==> src/rtl/tspq_pkg.sv <==
// ----------------------------------------------------------------------------
// Timed sound playback queue package
// Shared widths, command and status codes, and the types that pass
// between the queue storage and the top level.
// ----------------------------------------------------------------------------
package tspq_pkg;

  localparam int unsigned QUEUE_DEPTH = 16;

  localparam int unsigned CMD_W       = 2;
  localparam int unsigned ADDR_W      = 32;
  localparam int unsigned DELAY_W     = 16;
  localparam int unsigned STATUS_W    = 2;
  localparam int unsigned IN_TDATA_W  = 48;
  localparam int unsigned OUT_TDATA_W = 40;

  typedef enum logic [CMD_W-1:0] {
    CMD_ADD  = 2'd0,
    CMD_TICK = 2'd1,
    CMD_STOP = 2'd2
  } cmd_e;

  typedef enum logic [STATUS_W-1:0] {
    ADD_NONE = 2'd0,
    ADD_OK   = 2'd1,
    ADD_FULL = 2'd2
  } add_status_e;

  // One queued request: address in the low bits, delay above it.
  typedef struct packed {
    logic [DELAY_W-1:0] delay;
    logic [ADDR_W-1:0]  addr;
  } entry_t;

  localparam int unsigned ENTRY_W = $bits(entry_t);

  typedef struct packed {
    logic [CMD_W-1:0] cmd;
    entry_t           entry;
  } in_item_t;

  // Result item, listed from the highest field down.
  typedef struct packed {
    logic              queue_nonempty;
    logic              stop_all;
    logic [ADDR_W-1:0] start_address;
    logic              start_valid;
    add_status_e       add_status;
  } result_t;

  localparam int unsigned RESULT_W = $bits(result_t);

  typedef struct packed {
    logic nonempty;
    logic full;
    logic last;
  } q_status_t;

endpackage

==> src/rtl/tspq_ram.sv <==
// ----------------------------------------------------------------------------
// Generic RAM
// One write port and one read port with registered read data.
// ----------------------------------------------------------------------------
module tspq_ram #(
  parameter int unsigned WIDTH = 8,
  parameter int unsigned DEPTH = 16,
  localparam int unsigned AW   = (DEPTH > 1) ? $clog2(DEPTH) : 1
) (
  input  logic             clk_i,
  input  logic             we_i,
  input  logic [AW-1:0]    waddr_i,
  input  logic [WIDTH-1:0] wdata_i,
  input  logic [AW-1:0]    raddr_i,
  output logic [WIDTH-1:0] rdata_o
);

  logic [WIDTH-1:0] mem_q [DEPTH];
  logic [WIDTH-1:0] rdata_q;

  always_ff @(posedge clk_i) begin
    if (we_i) begin
      mem_q[waddr_i] <= wdata_i;
    end
    rdata_q <= mem_q[raddr_i];
  end

  assign rdata_o = rdata_q;

endmodule

==> src/rtl/tspq_queue.sv <==
// ----------------------------------------------------------------------------
// Request queue
// Ring of entries in a RAM with read and write pointers and an entry count.
// The RAM is read every cycle at the next head pointer, so the head entry
// is ready as registered data when the next item is processed.
// ----------------------------------------------------------------------------
module tspq_queue #(
  parameter int unsigned DEPTH = tspq_pkg::QUEUE_DEPTH,
  localparam int unsigned PTR_W = $clog2(DEPTH),
  localparam int unsigned CNT_W = $clog2(DEPTH + 1)
) (
  input  logic                clk_i,
  input  logic                rst_ni,
  input  logic                push_i,
  input  tspq_pkg::entry_t    push_entry_i,
  input  logic                pop_i,
  output tspq_pkg::entry_t    head_o,
  output tspq_pkg::q_status_t status_o
);

  logic [PTR_W-1:0] rd_ptr_q, rd_ptr_d;
  logic [PTR_W-1:0] wr_ptr_q, wr_ptr_d;
  logic [CNT_W-1:0] cnt_q, cnt_d;

  logic             byp_vld_q;
  tspq_pkg::entry_t byp_entry_q;
  logic [tspq_pkg::ENTRY_W-1:0] ram_rdata;

  always_comb begin
    rd_ptr_d = rd_ptr_q;
    wr_ptr_d = wr_ptr_q;
    cnt_d    = cnt_q;
    if (push_i) begin
      wr_ptr_d = (wr_ptr_q == PTR_W'(DEPTH - 1)) ? '0 : wr_ptr_q + 1'b1;
      cnt_d    = cnt_q + 1'b1;
    end else if (pop_i) begin
      rd_ptr_d = (rd_ptr_q == PTR_W'(DEPTH - 1)) ? '0 : rd_ptr_q + 1'b1;
      cnt_d    = cnt_q - 1'b1;
    end
  end

  always_ff @(posedge clk_i or negedge rst_ni) begin
    if (!rst_ni) begin
      rd_ptr_q  <= '0;
      wr_ptr_q  <= '0;
      cnt_q     <= '0;
      byp_vld_q <= 1'b0;
    end else begin
      rd_ptr_q  <= rd_ptr_d;
      wr_ptr_q  <= wr_ptr_d;
      cnt_q     <= cnt_d;
      // A write to the slot being read returns the old contents, so the
      // new entry is forwarded for the next cycle.
      byp_vld_q <= push_i && (wr_ptr_q == rd_ptr_d);
    end
  end

  always_ff @(posedge clk_i) begin
    byp_entry_q <= push_entry_i;
  end

  tspq_ram #(
    .WIDTH (tspq_pkg::ENTRY_W),
    .DEPTH (DEPTH)
  ) u_ram (
    .clk_i   (clk_i),
    .we_i    (push_i),
    .waddr_i (wr_ptr_q),
    .wdata_i (push_entry_i),
    .raddr_i (rd_ptr_d),
    .rdata_o (ram_rdata)
  );

  assign head_o = byp_vld_q ? byp_entry_q : tspq_pkg::entry_t'(ram_rdata);

  assign status_o.nonempty = (cnt_q != '0);
  assign status_o.full     = (cnt_q == CNT_W'(DEPTH));
  assign status_o.last     = (cnt_q == CNT_W'(1));

endmodule

==> src/rtl/timed_sound_playback_queue.sv <==
// ----------------------------------------------------------------------------
// Timed sound playback queue
// Queues sound requests and starts them on ticks once the delay of the
// previously started sound has elapsed.
// ----------------------------------------------------------------------------
// The block takes one item per clock cycle while the output side is not
// stalled and returns exactly one result item for each; an accepted item
// passes through the input register and then the result register.
// An add stores the address and delay if fewer than QUEUE_DEPTH requests
// are waiting, a tick advances the elapsed counter and may start the head
// request, and a stop only raises stop_all. Requests live in a RAM whose
// read port is addressed with the next head pointer every cycle, so the
// head is always ready for the following item without extra latency.
// No clearing pass is needed after reset.
module timed_sound_playback_queue #(
  parameter int unsigned QUEUE_DEPTH = tspq_pkg::QUEUE_DEPTH
) (
  input  logic                               clk_i,
  input  logic                               rst_ni,
  input  logic                               s_axis_tvalid_i,
  output logic                               s_axis_tready_o,
  // [31:0] sound_address, [47:32] delay_after
  input  logic [tspq_pkg::IN_TDATA_W-1:0]    s_axis_tdata_i,
  // [1:0] cmd
  input  logic [tspq_pkg::CMD_W-1:0]         s_axis_tuser_i,
  output logic                               m_axis_tvalid_o,
  input  logic                               m_axis_tready_i,
  // [1:0] add_status, [2] start_valid, [34:3] start_address, [35] stop_all,
  // [36] queue_nonempty, [39:37] zero
  output logic [tspq_pkg::OUT_TDATA_W-1:0]   m_axis_tdata_o
);

  logic               in_vld_q;
  tspq_pkg::in_item_t in_q;
  logic               out_vld_q;
  tspq_pkg::result_t  out_q, res_d;
  logic               fire;

  logic [tspq_pkg::DELAY_W-1:0] elapsed_q, elapsed_d, elapsed_inc;
  logic [tspq_pkg::DELAY_W-1:0] cur_delay_q, cur_delay_d;

  logic                push, pop;
  tspq_pkg::entry_t    head;
  tspq_pkg::q_status_t q_status;

  assign fire            = in_vld_q && (!out_vld_q || m_axis_tready_i);
  assign s_axis_tready_o = !in_vld_q || fire;

  always_ff @(posedge clk_i or negedge rst_ni) begin
    if (!rst_ni) begin
      in_vld_q <= 1'b0;
    end else if (s_axis_tready_o) begin
      in_vld_q <= s_axis_tvalid_i;
    end
  end

  always_ff @(posedge clk_i) begin
    if (s_axis_tready_o && s_axis_tvalid_i) begin
      in_q.cmd   <= s_axis_tuser_i;
      in_q.entry <= tspq_pkg::entry_t'(s_axis_tdata_i);
    end
  end

  assign elapsed_inc = (elapsed_q == '1) ? elapsed_q : elapsed_q + 1'b1;

  always_comb begin
    push        = 1'b0;
    pop         = 1'b0;
    elapsed_d   = elapsed_q;
    cur_delay_d = cur_delay_q;
    res_d       = '0;
    res_d.add_status = tspq_pkg::ADD_NONE;
    case (in_q.cmd)
      tspq_pkg::CMD_ADD: begin
        if (q_status.full) begin
          res_d.add_status = tspq_pkg::ADD_FULL;
        end else begin
          push             = fire;
          res_d.add_status = tspq_pkg::ADD_OK;
        end
      end
      tspq_pkg::CMD_TICK: begin
        elapsed_d = elapsed_inc;
        if (q_status.nonempty && (elapsed_inc >= cur_delay_q)) begin
          pop                 = fire;
          elapsed_d           = '0;
          cur_delay_d         = head.delay;
          res_d.start_valid   = 1'b1;
          res_d.start_address = head.addr;
        end
      end
      tspq_pkg::CMD_STOP: begin
        res_d.stop_all = 1'b1;
      end
      default: begin
      end
    endcase
    res_d.queue_nonempty = push || (q_status.nonempty && !(pop && q_status.last));
  end

  always_ff @(posedge clk_i or negedge rst_ni) begin
    if (!rst_ni) begin
      elapsed_q   <= '0;
      cur_delay_q <= '0;
      out_vld_q   <= 1'b0;
    end else begin
      if (fire) begin
        elapsed_q   <= elapsed_d;
        cur_delay_q <= cur_delay_d;
        out_vld_q   <= 1'b1;
      end else if (m_axis_tready_i) begin
        out_vld_q   <= 1'b0;
      end
    end
  end

  always_ff @(posedge clk_i) begin
    if (fire) begin
      out_q <= res_d;
    end
  end

  tspq_queue #(
    .DEPTH (QUEUE_DEPTH)
  ) u_queue (
    .clk_i        (clk_i),
    .rst_ni       (rst_ni),
    .push_i       (push),
    .push_entry_i (in_q.entry),
    .pop_i        (pop),
    .head_o       (head),
    .status_o     (q_status)
  );

  assign m_axis_tvalid_o = out_vld_q;
  assign m_axis_tdata_o  = {(tspq_pkg::OUT_TDATA_W - tspq_pkg::RESULT_W)'(0), out_q};

  // A full queue always reports entries waiting.
  a_full_nonempty: assert property (@(posedge clk_i) disable iff (!rst_ni)
    q_status.full |-> q_status.nonempty)
    else $error("queue full while empty");

  // A result without a started sound carries a zero address.
  a_start_addr_zero: assert property (@(posedge clk_i) disable iff (!rst_ni)
    (out_vld_q && !out_q.start_valid) |-> (out_q.start_address == '0))
    else $error("start address set without start");

  // Starting a sound restarts the elapsed count.
  a_pop_clears: assert property (@(posedge clk_i) disable iff (!rst_ni)
    pop |=> (elapsed_q == '0))
    else $error("elapsed count not cleared on start");

  // Pushes and pops only happen when a processed item commits.
  a_update_on_fire: assert property (@(posedge clk_i) disable iff (!rst_ni)
    (push || pop) |-> (fire && !(push && pop)))
    else $error("queue update without committed item");

endmodule
==> config.mk <==
export PLATFORM = sky130hd
export DESIGN_NAME = timed_sound_playback_queue
export DESIGN_NICKNAME = d
export VERILOG_FILES = /design/src/rtl/tspq_pkg.sv /design/src/rtl/tspq_ram.sv /design/src/rtl/tspq_queue.sv /design/src/rtl/timed_sound_playback_queue.sv
export SDC_FILE = /design/constraint.sdc
export NUM_CORES = 1
export LEC_CHECK = 0
export BUFFER_PORTS_ARGS = -buffer_cell sky130_fd_sc_hd__buf_4
export CAP_MARGIN = 10
export CORE_ASPECT_RATIO = 2
export CORE_MARGIN = 4
export CORE_UTILIZATION = 45
export CTS_CLUSTER_DIAMETER = 150
export DETAILED_ROUTE_END_ITERATION = 16
export GPL_ROUTABILITY_DRIVEN = 1
export HOLD_SLACK_MARGIN = 0.02
export PLACE_DENSITY = 0.71
export SLEW_MARGIN = 20
export SYNTH_ARGS = -nofsm -noshare
export SYNTH_HDL_FRONTEND = slang
export SYNTH_SLANG_ARGS = --single-unit
==> constraint.sdc <==
create_clock -name clk_i -period 12.7 [get_ports clk_i]
set_input_delay 2.54 -clock clk_i [delete_from_list [all_inputs] [get_ports clk_i]]
set_output_delay 2.54 -clock clk_i [all_outputs]
set_load 0.01 [all_outputs]
-- Yosys cells after proc, flatten, opt, wreduce, memory -nomap -nowiden
Memory sizes are Yosys's and may differ from the RTL's. A register that Yosys moved wholly into a read port is not among the register bits.
Index checks and enable logic that the tools add are counted.
- bits in registers: 183
- bits in writable memories: 768
- logic and storage cells: 72
- output and inout bits: 42
- bits of input ports: 54
- memories: 1
- add/sub/neg operators: 5
- mux-type cells: 20
- equality and inequality tests: 8
- reduce and logical (&&, ||, !) cells: 19
- $lt $le $gt $ge: 1
- memory list (name ; depth ; bits a word ; read ports ; clocked after Yosys merged registers in ; write ports ; line ; text):
    u_queue.u_ram.mem_q ; 16 ; 48 ; 1 ; 1 ; 1 ; tspq_ram.sv:18 ; logic [WIDTH-1:0] mem_q [DEPTH];
- operator list (operator ; number):
    48-bit 2-to-1 mux ; 1
    16-bit 2-to-1 mux ; 2
    16-bit by 1-bit adder with 16-bit output, second input constant ; 1
    16-bit == test, second input constant ; 1
    16-bit >= comparator ; 1
    4-bit 2-to-1 mux ; 4
    1-bit 2-to-1 mux ; 10
    5-bit 2-to-1 mux ; 2
    4-bit by 1-bit adder with 4-bit output, second input constant ; 2
    4-bit == test, second input constant ; 2
    1-bit logical AND ; 6
    5-bit by 1-bit adder with 5-bit output, second input constant ; 1
    5-bit by 1-bit == test with 1-bit output, second input constant ; 1
    5-bit == test, second input constant ; 1
    5-bit nonzero test ; 1
    5-bit by 1-bit subtractor with 5-bit output, second input constant ; 1
    4-bit == test ; 1
    2-bit AND reduction ; 2
    2-bit nonzero test ; 2
    1-bit zero test ; 3
    1-bit logical OR ; 3
    3-bit AND reduction ; 1
    2-bit by 1-bit == test with 1-bit output, second input constant ; 1
    2-bit == test, second input constant ; 1
    other kinds (2) ; 2

-- Logic depth before layout (Yosys ltp)
- word-level depth: 10
- mapped depth: 23
- gate-level depth less buffers: 19

-- Hierarchy
From an unflattened synthesis, not the netlist that was laid out.
- cells, all modules: 1794
- area, all modules: 37138.1 um2
- by module, submodules not included (module ; cells each ; area an instance (um2) ; seq. area each (um2) ; instances):
    tspq_ram ; 1242 ; 29694.7 ; 24023.0 ; 1
    timed_sound_playback_queue ; 375 ; 5123.7 ; 3463.3 ; 1
    tspq_queue ; 177 ; 2319.7 ; 1311.3 ; 1

-- Worst setup path before layout
Ideal clock, no wire load.
- kind: input to register
- start: input port m_axis_tready_i
- end: memory u_queue.u_ram.mem_q[0][0] in the netlist's numbering (enable)
- stages: 5
- required time: 12.125 ns
- data arrival time: 8.251 ns
- library setup time: 0.575 ns
- buffers on the path: 1
- path slack: 3.874 ns
- path through: nand2b_1 -> and2_1 -> buf_2 -> nand2_1 -> nor4_1
- word-level cells in the longest chain between the ends: 6
- RTL lines (element ; line ; text):
    from (decl) ; timed_sound_playback_queue.sv:27 ; input logic m_axis_tready_i,
    1-bit logical OR ; timed_sound_playback_queue.sv:46 ; assign fire = in_vld_q && (!out_vld_q || m_axis_tready_i);
    1-bit logical AND ; timed_sound_playback_queue.sv:46 ;
    net fire ; timed_sound_playback_queue.sv:37 ; logic fire;
    1-bit 2-to-1 mux ; timed_sound_playback_queue.sv:75 ; if (q_status.full) begin
    1-bit 2-to-1 mux ; timed_sound_playback_queue.sv:73 ; case (in_q.cmd)
    1-bit 2-to-1 mux ; tspq_ram.sv:22 ; if (we_i) begin
    1-bit 2-to-1 mux (implied by the code) ; tspq_ram.sv:23 ; mem_q[waddr_i] <= wdata_i;
    to (decl) ; tspq_ram.sv:18 ;
The timed path passes the listed nets, and every way through them passes these cells.

-- Worst setup path after layout
- start: register elapsed_q[3] in the netlist's numbering
- end: register u_queue.u_ram.rdata_q[40], in the netlist u_queue.u_ram.rdata_o[40], read port of u_queue.u_ram.mem_q
- word-level cells in the longest chain between the ends: 8
- elaborated cells between the ends (all ways): 9
- classes of those cells: add/sub (1); order compare (1); eq/ne (1); mux (5); reduce/logical (1)
- RTL lines (element ; line ; text):
    from (decl) ; timed_sound_playback_queue.sv:39 ; logic [tspq_pkg::DELAY_W-1:0] elapsed_q, elapsed_d, elapsed_inc;
    from (signal assigned) ; timed_sound_playback_queue.sv:108 ; elapsed_q <= elapsed_d;
    16-bit by 1-bit adder with 16-bit output or 16-bit == test (tied branches) ; timed_sound_playback_queue.sv:64 ; assign elapsed_inc = (elapsed_q == '1) ? elapsed_q : elapsed_q + 1'b1;
    16-bit 2-to-1 mux (*) ; timed_sound_playback_queue.sv:64 ;
    16-bit >= comparator (*) ; timed_sound_playback_queue.sv:84 ; if (q_status.nonempty && (elapsed_inc >= cur_delay_q)) begin
    1-bit logical AND (*) ; timed_sound_playback_queue.sv:84 ;
    1-bit 2-to-1 mux (*) ; timed_sound_playback_queue.sv:84 ;
    1-bit 2-to-1 mux (*) ; timed_sound_playback_queue.sv:73 ;
    4-bit 2-to-1 mux (*) ; tspq_queue.sv:36 ; end else if (pop_i) begin
    4-bit 2-to-1 mux (*) ; tspq_queue.sv:33 ; if (push_i) begin
    to (decl) ; tspq_ram.sv:19 ; logic [WIDTH-1:0] rdata_q;
Mark *: on every way between the ends. The rest lies on a longest branch, timed or not.
A chain may end at the register's enable or synchronous reset.

==> reports/qor.yml <==
run_status: "finished clean"
postCtsHoldBufs: 0
grt_pass1_wl_um: 133000
totalWireLength_um: 90100
max_cap_viol_count: 0
drtIter0Drc: 2205
min_period_ns: 7.58
finalWorstSetupSlack_ns: 5.12
grt-ovfl-total: 0
worstMarginPinSlew_ns: 1.28
netlist_area_um2: 37500
final_cell_mix: "855 x edfxtp_1, 331 x nand2_1, 305 x a21oi_1"
synth_largest_area_cell: "edfxtp_1"
synth_top_area_share_pct: 68.5
fill_cells: 6566
dp_slack_ns: 5.20
max_slew_margin_pct: 14.8
seq_area_um2: 28800
path_clk_slew_ns: 0.06
final-hold-violation-count: 0
p_per_area_nw_per_um2: 194
grt_max_degree: 190
cts_resized: 0
yosysWarnings: 0
required_ns: 13.20
timing.final.crit_share_pct: 59.7
max_freq_ghz: 0.132
antenna_found_initial: 2
min_from: "cur_delay_q[13]"
layout_commonest_cell: "edfxtp_1"
numCtsBuffers: 81
crit_type: "flip-flop to flip-flop"
cp-end-kind: "flip-flop"
io_pins: 96
synth_edf_count: 855
ir_drop_mv: 0.183
place_congestion: 0.780
nNetsFinal: 2583
initial_utilization_pct: 45.4
path_max_fanout: 189
r2r-start: "elapsed_q[3]"
gr-usage-met1_pct: 24.9
crit_path_start_kind: "flip-flop"
clock_skew_ns: 0.0152
postSynth.asyncResetShare_pct: 4.80
cts_root_buffer: "clkbuf_16"
syn2layout_area_growth_pct: 12.3
grt_pass1_vias: 21900
synth_cells: 2459
fin_setup_tns_ns: 0
drive_gt1_share_pct: 11.3
postCtsSetupBuffers: 0
busiest_layer: "met2"
crit_chain: "and4_1, and2_1, nand4_1, nor4_1, nor2_1, and3_1, xor2_1, ha_1, a21oi_1, nor3_1, nor4_2, o21ai_2, nand3_1, and2_4, buf_12, buf_4, mux2i_1, a221oi_1, or4_1"
slew_violations: 0
vias_per_cell: 6.02
grt_use_total_pct: 19.9
multi_input_area_um2: 8010
cts_htree_levels: 3
num_vias: 21800
portBuffers: 92
dieArea_um2: 88300
wire_per_inst_um: 24.8
drc: 0
place_hpwl_um: 44700
leakage_nw: 14.2
slowest_delay_ns: 0.85
synth_cell_types: 51
use_met3_pct: 2.80
firstDrtPassIters: 7
met2_usage_pct: 34.8
postRouteAntennaNets: 0
synth-seq-area-share_pct: 76.8
ys_ff_latch: 999
cts_tree: "done"
rows: 149
clkSinkCount: 999
die_x_um: 212
die_h_um: 416
worstPathArrival_ns: 8.08
clkLatencyLatePin_ns: 0.64
hp-class: "flip-flop to flip-flop"
ys.flop_type: "edfxtp_1"
ctsLongestPathBuffers: 3
crit_path_top_delay_cell: "buf_4"
avgSynthCellArea_um2: 15.2
setup_violations: 0
synthTopCellsByArea: "edfxtp_1 69%, dfxtp_1 5.1%, a221oi_1 4.5%"
core-area_um2: 82600
rsz0062_at_grt: "no"
critPathLaunch: "elapsed_q[3]"
## cells in the mapped netlist, drive strengths merged, types with 7 or more instances
library cell / n
a21oi: 307
a221oi: 192
a22o: 8
and2: 7
and3: 7
buf: 63
clkbuf: 101
dfrtp: 48
dfxtp: 96
edfxtp: 855
ha: 25
inv: 27
mux2i: 146
nand2: 332
nand3: 20
nor2: 62
nor3: 10
o21ai: 33
or4: 49
xnor2: 12
xor2: 9
## metrics by stage
stage / cells / total power [W] / hold slack, ns / instance area (µm²) / utilization, %
3_5_place_dp: 3478 / 0.00553 / 0.470 / 39200 / 47.5
2_1_floorplan: 2461 / 0.00508 / 0.449 / 37500 / -
3_3_place_gp: 3478 / 0.00546 / 0.468 / 39200 / 47.5
4_1_cts: 3630 / 0.00821 / 0.485 / 42100 / 51.0
6_report: 3631 / 0.00816 / 0.480 / 42100 / 51.0
5_1_grt: 3630 / 0.00851 / 0.505 / 42100 / 51.0
## logic make-up (layout without fill, tap and decap cells)
logic type	Yosys count	count (layout)	share of synthesized area (%)
mux	147	147	3.93
buf+inv	191	303	2.17
fa+ha+maj	25	25	0.835
xor+xnor	21	21	0.491
compound gates	564	564	9.72
flops	999	999	76.8
other cells	1	4	0.0100
simple gates	511	511	6.02
## area by class of cell
type / count / share of cell area (%)
clock buffer: 103 / 5.35
antenna: 1 / 0.00595
inverter: 27 / 0.271
tap: 1057 / 3.14
sequential: 999 / 68.4
multi-input combinational: 1271 / 19.0
clock inverter: 49 / 1.53
timing repair buffer: 124 / 2.24
## path summary, 6_finish.rpt
| path | end | slack [ns] | depth (start not counted) |
|---|---|---|---|
| min reg2reg | cur_delay_q[13] | 0.48 | 2 |
| min in group asynchronous | cur_delay_q[4] | 1.91 | 1 |
| max in group asynchronous | u_queue.byp_vld_q | 10.24 | 1 |
| min | cur_delay_q[13] | 0.48 | 2 |
| max reg2reg | u_queue.u_ram.rdata_o[40] | 5.12 | 19 |
| max | u_queue.u_ram.rdata_o[40] | 5.12 | 19 |
## layer usage
layer | up-vias | share of wire (%)
met5 | - | 0
met4 | 0 | 3.7
met3 | 182 | 6.9
met2 | 927 | 52
met1 | 11200 | 38
li1 | 9561 | -
## power breakdown
| part | internal [W] | leakage, nW | switching [W] |
|---|---|---|---|
| registers | 0.00377 | 9.19 | 0.000145 |
| logic | 0.000508 | 3.67 | 0.00104 |
| clock network | 0.00152 | 1.38 | 0.00116 |
| total | 0.00581 | 14.2 | 0.00235 |
## sequential cells by signal, summed over array words and instances (netlist names)
name	count
cur_delay_q	16
elapsed_q	16
in_q	50
in_vld_q	1
m_axis_tdata_o	37
m_axis_tvalid_o	1
u_queue.byp_entry_q	48
u_queue.byp_vld_q	1
u_queue.cnt_q	5
u_queue.rd_ptr_q	4
u_queue.u_ram.mem_q	768
u_queue.u_ram.rdata_o	48
u_queue.wr_ptr_q	4
## worst max-delay path, delay by kind of cell (launching register included)
| kind | cells | cell delay [ns] |
|---|---|---|
| muxes | 1 | 0.27 |
| and+or+nand+nor | 11 | 3.81 |
| DFF | 1 | 0.48 |
| buffers and inverters | 2 | 1.43 |
| xor gates and xnor gates | 1 | 0.16 |
| adders and majority gates | 1 | 0.30 |
| AOI/OAI and AO/OA | 3 | 0.45 |
Note: power is estimated with default switching activity, not from simulation.
